### config.mk
export PLATFORM = sky130hd
export DESIGN_NAME = sensor_power_sequencer_top
export DESIGN_NICKNAME = d
export VERILOG_FILES = /design/src/sv/sps_pkg.sv /design/src/sv/sps_step.sv /design/src/sv/sensor_power_sequencer_top.sv
export VERILOG_INCLUDE_DIRS = /design/src /design/src/sv
export SDC_FILE = /design/constraint.sdc
export NUM_CORES = 1
export LEC_CHECK = 0
export BUFFER_PORTS_ARGS = -buffer_cell sky130_fd_sc_hd__buf_2
export CAP_MARGIN = 40
export CELL_PAD_IN_SITES_DETAIL_PLACEMENT = 1
export CELL_PAD_IN_SITES_GLOBAL_PLACEMENT = 2
export CORE_AREA = 8 8 155 113
export CTS_BUF_LIST = sky130_fd_sc_hd__clkbuf_8
export CTS_CLUSTER_SIZE = 30
export DETAILED_ROUTE_END_ITERATION = 10
export DIE_AREA = 0 0 163 121
export PLACE_DENSITY_LB_ADDON = 0.15
export RECOVER_POWER = 50
export SLEW_MARGIN = 20
export SYNTH_ARGS = -nofsm -noshare
export SYNTH_HDL_FRONTEND = slang
export SYNTH_SLANG_ARGS = --single-unit
### constraint.sdc
create_clock -name i_clk -period 4.5 [get_ports i_clk]
set_input_delay 0.45 -clock i_clk [delete_from_list [all_inputs] [get_ports i_clk]]
set_output_delay 0.45 -clock i_clk [all_outputs]
set_load 0.01 [all_outputs]
### src/sv/assert_macros.svh
// Assertion helpers for the RTL, included by sensor_power_sequencer_top.sv.
// Each macro expands to a concurrent assertion in simulation and to nothing in synthesis.
`ifndef ASSERT_MACROS_SVH
`define ASSERT_MACROS_SVH

`ifndef SYNTHESIS
`define ASSERT_IMPL(lbl, clk, rst_n, prop, msg) \
    lbl: assert property (@(posedge clk) disable iff (!rst_n) prop) else $error(msg);
`define ASSERT_ALWAYS(lbl, clk, rst_n, expr, msg) \
    lbl: assert property (@(posedge clk) disable iff (!rst_n) (expr)) else $error(msg);
`else
`define ASSERT_IMPL(lbl, clk, rst_n, prop, msg)
`define ASSERT_ALWAYS(lbl, clk, rst_n, expr, msg)
`endif

`endif

### src/sv/sps_pkg.sv
package sps_pkg;

    // Phase codes.
    typedef logic [2:0] t_phase;
    localparam t_phase PH_UNPOWERED = 3'd0;
    localparam t_phase PH_PREPARE   = 3'd1;
    localparam t_phase PH_WARMING   = 3'd2;
    localparam t_phase PH_BRINGUP   = 3'd3;
    localparam t_phase PH_RUNNING   = 3'd4;
    localparam t_phase PH_COOLING   = 3'd5;

    localparam int MS_W = 16;
    typedef logic [MS_W-1:0] t_ms;
    localparam t_ms MS_MAX = '1;

    // Configuration register indexes and reset values.
    typedef logic [1:0] t_cfg_idx;
    localparam t_cfg_idx CFG_PREPARE_OFF = 2'd0;
    localparam t_cfg_idx CFG_SETTLE      = 2'd1;
    localparam t_cfg_idx CFG_FILTER_WARM = 2'd2;
    localparam t_ms PREPARE_OFF_RST = 16'd500;
    localparam t_ms SETTLE_RST      = 16'd200;
    localparam t_ms FILTER_WARM_RST = 16'd1000;

    // Sequencer state carried from tick to tick.
    typedef struct packed {
        t_phase phase;
        t_ms    elapsed;
        logic   up_pending;
        logic   down_pending;
        logic   warmed;
        logic   enable;
    } t_state;

    // One tick's input item.
    typedef struct packed {
        logic link_alive;
        logic bringup_ok;
        logic power_down_req;
        logic power_up_req;
    } t_tick;

    // One result item.
    typedef struct packed {
        logic   warmed;
        logic   bringup_strobe;
        t_phase phase;
        logic   enable_level;
    } t_result;

    // Timing thresholds.
    typedef struct packed {
        t_ms prepare_off;
        t_ms settle;
        t_ms filter_warm;
    } t_cfg;

endpackage

### src/sv/sps_step.sv
module sps_step (
    input  sps_pkg::t_state  i_state,
    input  sps_pkg::t_tick   i_tick,
    input  sps_pkg::t_cfg    i_cfg,
    output sps_pkg::t_state  o_state,
    output sps_pkg::t_result o_result
);
    import sps_pkg::*;

    t_ms    elapsed_inc;
    t_state s;
    logic   strobe;

    // Saturating millisecond count for this tick.
    assign elapsed_inc = (i_state.elapsed == MS_MAX) ? i_state.elapsed
                                                     : i_state.elapsed + t_ms'(1);

    // Phase transitions for one tick.
    always_comb begin
        s              = i_state;
        s.up_pending   = i_state.up_pending | i_tick.power_up_req;
        s.down_pending = i_state.down_pending | i_tick.power_down_req;
        s.elapsed      = elapsed_inc;
        strobe         = 1'b0;
        case (i_state.phase)
            PH_UNPOWERED: begin
                if (s.up_pending) begin
                    s.enable     = 1'b0;
                    s.up_pending = 1'b0;
                    s.phase      = PH_PREPARE;
                    s.elapsed    = '0;
                end
            end
            PH_PREPARE: begin
                if (elapsed_inc > i_cfg.prepare_off) begin
                    s.enable  = 1'b1;
                    s.phase   = PH_WARMING;
                    s.elapsed = '0;
                end
            end
            PH_WARMING: begin
                if (elapsed_inc > i_cfg.settle) begin
                    s.enable = 1'b1;
                    s.phase  = PH_BRINGUP;
                end
            end
            PH_BRINGUP: begin
                strobe    = 1'b1;
                s.elapsed = '0;
                if (i_tick.bringup_ok) begin
                    s.warmed = 1'b0;
                    s.phase  = PH_RUNNING;
                end else begin
                    s.enable = 1'b0;
                    s.phase  = PH_COOLING;
                end
            end
            PH_RUNNING: begin
                if (!i_tick.link_alive) begin
                    // Link lost: force a restart through unpowered.
                    s.up_pending = 1'b1;
                    s.enable     = 1'b0;
                    s.phase      = PH_UNPOWERED;
                end else if (s.down_pending) begin
                    s.enable       = 1'b0;
                    s.down_pending = 1'b0;
                    s.warmed       = 1'b0;
                    s.phase        = PH_COOLING;
                    s.elapsed      = '0;
                end else if (elapsed_inc > i_cfg.filter_warm) begin
                    s.warmed = 1'b1;
                end
            end
            PH_COOLING: begin
                if (elapsed_inc > i_cfg.settle) begin
                    s.enable = 1'b0;
                    s.phase  = PH_UNPOWERED;
                end
            end
            default: begin
            end
        endcase
    end

    assign o_state                 = s;
    assign o_result.enable_level   = s.enable;
    assign o_result.phase          = s.phase;
    assign o_result.bringup_strobe = strobe;
    assign o_result.warmed         = s.warmed;

endmodule

### src/sv/sensor_power_sequencer_top.sv
// An input transfer is captured in the input register; its result is loaded into the
// output register as soon as the result register can take a value.
// Throughput: one tick per cycle while results are taken; the sequencer state is updated
// in the same cycle the result register is loaded, so ticks follow back to back.
// Reset: synchronous, active low; clears the state, both valid flags and loads the
// default thresholds (500, 200 and 1000 ms).
`include "assert_macros.svh"

module sensor_power_sequencer_top (
    input  logic                  i_clk,
    input  logic                  i_rst_n,
    // Slave side; tdata bits from 0: power_up_req, power_down_req, bringup_ok,
    // link_alive, 4 unused bits.
    input  logic                  i_s_tvalid,
    output logic                  o_s_tready,
    input  logic [7:0]            i_s_tdata,
    // Master side; tdata bits from 0: enable_level, phase[2:0], bringup_strobe,
    // warmed, 2 zero bits.
    output logic                  o_m_tvalid,
    input  logic                  i_m_tready,
    output logic [7:0]            o_m_tdata,
    // Configuration write port.
    input  logic                  i_cfg_wr_en,
    input  sps_pkg::t_cfg_idx     i_cfg_addr,
    input  sps_pkg::t_ms          i_cfg_wdata
);
    import sps_pkg::*;

    t_cfg    r_cfg;
    t_state  r_state;
    t_state  n_state;
    t_tick   r_in;
    logic    r_in_vld;
    t_result r_out;
    t_result n_out;
    logic    r_out_vld;
    logic    out_free;
    logic    fire;

    // Configuration registers.
    always_ff @(posedge i_clk) begin
        if (!i_rst_n) begin
            r_cfg.prepare_off <= PREPARE_OFF_RST;
            r_cfg.settle      <= SETTLE_RST;
            r_cfg.filter_warm <= FILTER_WARM_RST;
        end else if (i_cfg_wr_en) begin
            case (i_cfg_addr)
                CFG_PREPARE_OFF: r_cfg.prepare_off <= i_cfg_wdata;
                CFG_SETTLE:      r_cfg.settle      <= i_cfg_wdata;
                CFG_FILTER_WARM: r_cfg.filter_warm <= i_cfg_wdata;
                default: begin
                end
            endcase
        end
    end

    // Handshake: the input register drains whenever the result register can take a value.
    assign out_free   = !r_out_vld || i_m_tready;
    assign fire       = r_in_vld && out_free;
    assign o_s_tready = !r_in_vld || out_free;

    // Input register.
    always_ff @(posedge i_clk) begin
        if (!i_rst_n) begin
            r_in_vld <= 1'b0;
        end else if (o_s_tready) begin
            r_in_vld <= i_s_tvalid;
        end
    end

    always_ff @(posedge i_clk) begin
        if (o_s_tready && i_s_tvalid) begin
            r_in <= t_tick'(i_s_tdata[3:0]);
        end
    end

    // Next-state logic for one tick.
    sps_step u_step (
        .i_state  (r_state),
        .i_tick   (r_in),
        .i_cfg    (r_cfg),
        .o_state  (n_state),
        .o_result (n_out)
    );

    // Sequencer state advances once per processed tick.
    always_ff @(posedge i_clk) begin
        if (!i_rst_n) begin
            r_state <= '{phase: PH_UNPOWERED, elapsed: '0, up_pending: 1'b0,
                         down_pending: 1'b0, warmed: 1'b0, enable: 1'b0};
        end else if (fire) begin
            r_state <= n_state;
        end
    end

    // Result register.
    always_ff @(posedge i_clk) begin
        if (!i_rst_n) begin
            r_out_vld <= 1'b0;
        end else if (out_free) begin
            r_out_vld <= r_in_vld;
        end
    end

    always_ff @(posedge i_clk) begin
        if (fire) begin
            r_out <= n_out;
        end
    end

    assign o_m_tvalid = r_out_vld;
    assign o_m_tdata  = {2'b00, r_out};

    // The enable drive is high exactly in the powered phases.
    `ASSERT_ALWAYS(a_enable_phase, i_clk, i_rst_n, r_state.enable == (r_state.phase == PH_WARMING || r_state.phase == PH_BRINGUP || r_state.phase == PH_RUNNING), "enable does not match phase")
    // A bring-up tick always leaves the bring-up phase.
    `ASSERT_IMPL(a_strobe_exit, i_clk, i_rst_n, r_out_vld && r_out.bringup_strobe |-> r_out.phase == PH_RUNNING || r_out.phase == PH_COOLING, "bring-up strobe without phase exit")
    // A processed tick always lands in the result register.
    `ASSERT_IMPL(a_fire_result, i_clk, i_rst_n, fire |=> r_out_vld, "processed tick lost")
    // The phase only moves when a tick is processed.
    `ASSERT_IMPL(a_phase_hold, i_clk, i_rst_n, !fire |=> $stable(r_state.phase), "phase changed without a tick")

endmodule

==> impl_results.md, run 1 <==
- PwrDens: 254 mW/mm2
- Switching pwr: 417 uW
- Rows: 38
- First-pass GRT wire length: 24400 um
- H-tree levels: 3
- Post-CTS resize count: 0
- R2R setup slack: ~0.27 ns
- Largest net degree at the start of global routing: 38
- Worst setup SP type: register
- Boundary pin count: 41
- Most common cell after layout, fill and taps aside: nand2_1
- Setup violations, final: 0
- Hold WC Path Type: in2reg
- # DRC: 0
- Syn Inst Count: 596
- Sw frac: 0.288
- Clk sinks: 83
- Routed WL: 14700 um
- # hold bufs at CTS: 0
- DRT iter0 DRCs: 138
- Input/output buffers: 34
- Synth cell types: 70
- Worst setup EP type: register
- Clk pwr share: 0.344
- Prevailing post-synth register cell: dfxtp_1
- Commonest cells after routing, fill and taps aside: nand2_1, dfxtp_1, inv_1
- Clock latency on the worst-skew pair: between 0.3 and 0.4 ns
- Combinational power share: 0.112
- Root buf cell: clkbuf_8
- Via Count: ~4300
- Max Fanout on Critical Path: 6
- Fill cells: 1829
- Post-CTS setup buffer count: 0
- Synthesized area per cell: between 8 and 9 um2
- Layout cells sized above 1: 0.153
- CTS tree: built
- Sequential share of the synthesized area: 0.350
- Area of the core: 0.0151 mm2
- Internal: 1.03 mW
- CTS buffer count: 9
- Initial Util: 0.333
- Worst Skew: roughly 0.022 ns
- Pre-antenna DRT Iters: 4
- Post-synth EDFFs: 10
- Final hold violation count: 0
- Detailed placement HPWL: 11300 um
- Initial antenna violation count: 0
- F_max: ~240 MHz
- Clock buffer depth: 2
- Failing checks: max-capacitance violations, max-slew violations
- Syn Std Cell Area: 0.00503 mm2
- Nets: a little over 700
- Die area: 0.0197 mm2
- Gr ovfl total: 0
- Slew Limit Headroom: -0.0916
- Crit path kind: reg2reg
- Fin crit period: 4.23 ns
- Flops & latches, synth: 83
- Sequential power share: 0.544
- Unrepaired setup endpoints after global routing: no
- Count of warnings emitted by yosys: 0
- Synth area leaders: dfxtp_1, ha_1, nand2_1, edfxtp_1, a21boi_0
- Avg WL per Cell: 17.4 um
- Leak Pwr: 2.39 nW
- Hold slack: 0.243 ns
- ANT nets after route: 0
- Worst Path Arrival: approximately 4.4 ns
- Fin. max-slew vios: 38
- N_diodes: 0
- Yosys top cell by area: dfxtp_1
- P&R area growth vs syn: 13.5%
- Synth async-reset ratio: 0
- Crit path required time: 4.62 ns
- Number of vias per cell: 5.11
- VDD IR max: 112 uV
- Setup TNS: 0 ns
- Max-Cap Viols: 1
- Total track usage: 0.157
- Worst-path clk slew: 0.11 ns
- Die W: 163 um
- Tightest Pin Transition: 1.64 ns
- Vias in the first global route: 4675
- Placer Congestion: 0.840
- Area share of the largest cell type after synthesis: 0.291
- Outcome: finished with violations
- Chip height: 121 um
- Tcrit/Tclk final: 0.940
-- final timing paths --
| path | from | cells past startpoint | to |
|---|---|---|---|
| worst min register to register | r_state[3]$_SDFFE_PN0P_ | 2 | r_state[3]$_SDFFE_PN0P_ |
| worst max-delay path | r_state[4]$_SDFFE_PN0P_ | 17 | o_m_tdata[0]$_DFFE_PP_ |
| worst max register to register | r_state[4]$_SDFFE_PN0P_ | 17 | o_m_tdata[0]$_DFFE_PP_ |
| worst min-delay path | i_s_tdata[3] | 1 | r_in[3]$_DFFE_PP_ |
-- critical path, stage by stage (launching register included) --
cell and delay, ns:
dfxtp_1 0.32, ha_1 0.25, and3_4 0.21, nand4_4 0.11, nand4_1 0.18, or3_1 0.43, or2_1 0.27, xnor2_1 0.13
buf_4 0.15, ha_1 0.30, nand4_1 0.15, nor2_1 0.17, nand3_1 0.12, a21o_1 0.19, and2_1 0.17, o21ai_1 0.22
nor2_1 0.08, or4_1 0.55
-- synthesized netlist by cell type, drive strengths merged (5+ instances only) --
cell type  number
a21boi         42
a21o           13
a21oi          22
and2            5
clkbuf         24
dfxtp          73
edfxtp         10
ha             46
inv            51
nand2         112
nand3          22
nand4          14
nor2           20
nor2b           8
nor3            9
o211ai         17
o21ai          20
xnor2          11
-- logic make-up after synthesis --
| logic type | after synthesis | synth area share |
|---|---|---|
| AOI/OAI and AO/OA | 142 | 0.201 |
| adders and majority gates | 46 | 0.114 |
| and+or+nand+nor | 226 | 0.227 |
| other | 1 | 0.000746 |
| DFF | 83 | 0.350 |
| xor gates and xnor gates | 15 | 0.0299 |
| buffers and inverters | 80 | 0.0689 |
| muxes | 3 | 0.00747 |
-- through the flow --
step           std cells  instance area (um2)  power (mW)  setup WS [ns]  utilization
6_report             849                 5700        1.45          0.272        0.377
5_1_grt              849                 5700        1.53         0.0103        0.377
4_1_cts              849                 5720        1.48          0.109        0.378
3_5_place_dp         833                 5550       0.970          0.117        0.367
3_3_place_gp         831                 5520       0.962          0.200        0.365
2_1_floorplan        597                 5030       0.904          0.281            -
-- metal layers --
layer / share of wire / global-route usage / wire length [um]
met1: 0.53 / 0.220 / 7860
met2: 0.43 / 0.240 / 6290
met5: 0 / 0 / 0
met3: 0.031 / 0.0353 / 451
met4: 0.0092 / 0.0343 / 136
-- power groups by stage --
stage | Clock (mW) | Sequential (mW) | Combinational [mW]
floorplan | 0 | 0.802 | 0.102
global placement | 0 | 0.805 | 0.158
detailed placement | 0 | 0.806 | 0.164
CTS | 0.523 | 0.789 | 0.166
global route | 0.552 | 0.792 | 0.184
finish | 0.498 | 0.788 | 0.163
-- state kept, by name, indices dropped and copies added (netlist names) --
signal / flops
r_state: 23
r_in: 4
r_in_vld: 1
o_m_tvalid: 1
r_cfg: 48
o_m_tdata: 6
-- cell type report --
| type | count | area (um2) | share of cell area |
|---|---|---|---|
| clock buffers | 9 | 124 | 0.0217 |
| clock inverters | 7 | 46.3 | 0.00812 |
| inverters | 52 | 195 | 0.0342 |
| multi-input cells | 434 | 2930 | 0.513 |
| flip-flops and latches | 83 | 1760 | 0.309 |
| well taps | 200 | 250 | 0.0439 |
| repair buffers | 64 | 399 | 0.0700 |
No activity file was read; power rests on OpenSTA's default activity.
==> inputs of run 2 (changes only) <==
- CORE_AREA: 8 8 155 113 -> 8 8 147 108
- DIE_AREA: 0 0 163 121 -> 0 0 155 116
- PLACE_DENSITY_LB_ADDON: 0.15 -> 0.2
- clock period: 4.5 -> 4.2 ns (I/O delays scaled with it)
==> impl_results.md, run 2 (synthesis gave the netlist of run 1 again) <==
- RR Endpoint: o_m_tdata[0]$_DFFE_PP_
- Max Fanout on Critical Path: 5 (-1)
- Detailed placement HPWL: 11500 um (+1.5%)
- Post-Place Setup Slack: -0.0467 ns (-0.164 ns)
- Critical R2R Launch: r_state[4]$_SDFFE_PN0P_
- Number of buffer and inverter stages on the critical path: 1 (unchanged)
- Pre-antenna DRT Iters: 4 (unchanged)
- First-pass GRT wire length: 24100 um (-1.3%)
- Hold path depth: 1 (unchanged)
- Leak Pwr: 2.54 nW (+6.1%)
- Worst Min Path Start: i_s_tdata[0]
- Tcrit/Tclk final: 0.972 (+0.0329)
- N_diodes: 0 (unchanged)
- Initial antenna violation count: 0 (unchanged)
- Max FFs per register: 48 (unchanged)
- Vias in the first global route: 4618 (-1.2%)
- R2R setup slack: 0.12 ns (-0.16 ns)
- VDD IR max: 133 uV (+19%)
- Final hold violation count: 0 (unchanged)
- Outcome: finished with violations
- Setup violations, final: 0 (unchanged)
- F_max: 245 MHz (+3.5%)
- Hold endpoint: r_in[0]$_DFFE_PP_
- # hold bufs at CTS: 0 (unchanged)
- Chip height: 116 um (-4.1%)
- Hold slack: 0.209 ns (-0.0342 ns)
- Fin. max-slew vios: 34 (-11%)
- DRT iter0 DRCs: 173 (+25%)
- Avg WL per Cell: 17.5 um (+0.87%)
- H-tree levels: 3 (unchanged)
- Failing checks: max-capacitance violations, max-slew violations
- Die area: 0.0180 mm2 (-8.8%)
- Routed WL: 15000 um (+2.1%)
- CTS buffer count: 9 (unchanged)
- Clock buffer depth: 2 (unchanged)
- Nets: 741 (+2.8%)
- Initial Util: 0.371 (+0.0383)
- CTS tree: built
- Clock latency on the worst-skew pair: 0.38 ns (about the same)
- Worst R2R Path Depth: 17 (unchanged)
- Final worst-path setup slack: 0.116 ns (-0.156 ns)
- Number of vias per cell: 5.18 (+1.3%)
- Tightest Pin Transition: 1.57 ns (-0.0717 ns)
- Root buf cell: clkbuf_8
- P&R area growth vs syn: 19.1%
- Placer Congestion: 0.831 (-1.1%)
- Via Count: 4451 (+2.5%)
- Layout cells sized above 1: 0.199 (+0.0463)
- Slew Limit Headroom: -0.0438 (+0.0478)
- Largest net degree at the start of global routing: 39 (+2.6%)
- Gr ovfl total: 0 (unchanged)
- Clk sinks: 83 (unchanged)
- Die W: 155 um (-4.9%)
- Commonest cells after routing, fill and taps aside: nand2_1, dfxtp_1, inv_1
- Cell family with most CP delay: simple AND/OR/NAND/NOR gates
- Worst-path clk slew: 0.09 ns (-0.02 ns)
- PwrDens: 276 mW/mm2 (+8.6%)
- Most common cell after layout, fill and taps aside: nand2_1
- Area of the core: 0.0136 mm2 (-10%)
- Worst setup EP type: register
- Setup TNS: 0 ns (unchanged)
- Worst Path Arrival: 4.21 ns (-0.14 ns)
- Boundary pin count: 41 (unchanged)
- Crit path kind: reg2reg
- Rows: 36 (-5.3%)
- Crit path required time: 4.33 ns (-0.29 ns)
- Critical path's largest stage delay: 0.47 ns (-0.08 ns)
- Design Power: 1.65 mW (+14%)
- # DRC: 0 (unchanged)
- Worst Skew: 0.00937 ns (-0.0122 ns)
- Worst setup SP type: register
- Max-Cap Viols: 1 (unchanged)
- Largest Register: r_cfg
- CP cell instances: ha_4 > and3_4 > nand4_4 > nand4_1 > or3_4 > or2_4 > xnor2_4 > buf_4 > ha_4 > nand4_1 > nor4_4 > nand2b_1 > mux2_4 > o211a_4 > nand3b_1 > nor2_1 > or4_1
- Total track usage: 0.172 (+0.0158)
- Input/output buffers: 34 (unchanged)
- ANT nets after route: 0 (unchanged)
- Crit-path slowest cell: or4_1
- Fin crit period: 4.08 ns (-0.144 ns)
- Hold WC Path Type: in2reg
run 2: cell types whose count changed in the layout (fill, tap and decap cells not counted), moves of 2 or more:
cell and delta:
nor2_1 -2, ha_1 -2, dfxtp_1 -2, dfxtp_2 +2
buf_6 +2, inv_6 +2, buf_4 +18, ha_4 +2
run 2: stage by stage:
| stage | instances | instance area (um2) | utilization |
|---|---|---|---|
| 6_report | 859 | 5990 | 0.442 |
| 5_1_grt | 859 | 5990 | 0.442 |
| 4_1_cts | 854 | 5870 | 0.433 |
| 3_5_place_dp | 836 | 5630 | 0.415 |
| 3_3_place_gp | 836 | 5630 | 0.415 |
| 2_1_floorplan | 597 | 5030 | - |
run 2: how the worst max path moves through the flow:
stage                                  startpoint                     end  slack, ns  depth (start not counted)
final                     r_state[4]$_SDFFE_PN0P_  o_m_tdata[0]$_DFFE_PP_       0.12                         17
after CTS                 r_state[4]$_SDFFE_PN0P_  o_m_tdata[0]$_DFFE_PP_      0.001                         17
after detailed placement  r_state[4]$_SDFFE_PN0P_  o_m_tdata[0]$_DFFE_PP_      -0.05                         17
after floorplan           r_state[4]$_SDFFE_PN0P_  o_m_tdata[0]$_DFFE_PP_       0.12                         17
after global routing      r_state[5]$_SDFFE_PN0P_  o_m_tdata[0]$_DFFE_PP_      -0.04                         17
after global placement    r_state[4]$_SDFFE_PN0P_  o_m_tdata[0]$_DFFE_PP_       0.02                         16
run 2: cell type report:
class                      count  area [um2]
multi-input combinational    434        3020
fill                        1633        7570
clock buffer                  10         138
tap                          190         238
inverter                      52         195
clock inverter                 6        71.3
sequential                    83        1760
timing repair buffer          84         561
run 2: worst reg2reg max path, cell delays in order (launching register included):
cell and delay [ns]:
dfxtp_2 0.35, ha_4 0.16, and3_4 0.19, nand4_4 0.08, nand4_1 0.13, or3_4 0.45
or2_4 0.29, xnor2_4 0.14, buf_4 0.15, ha_4 0.26, nand4_1 0.19, nor4_4 0.25
nand2b_1 0.12, mux2_4 0.28, o211a_4 0.16, nand3b_1 0.11, nor2_1 0.06, or4_1 0.47
run 2: timing repair:
item,in CTS,in global routing
pin swaps,3,10
gates resized for setup,4,17
endpoints found under the setup margin,1,9
setup buffers,2,3
run 2: metal layers:
layer	global-route usage	part of all wire
met1	0.234	0.52
met2	0.269	0.43
met3	0.0451	0.038
met4	0.0384	0.011
met5	0	0
run 2: where the power goes:
| part | internal (mW) | switching (mW) |
|---|---|---|
| logic | 0.0689 | 0.114 |
| clock network | 0.296 | 0.329 |
| registers | 0.829 | 0.0167 |
| total | 1.19 | 0.460 |
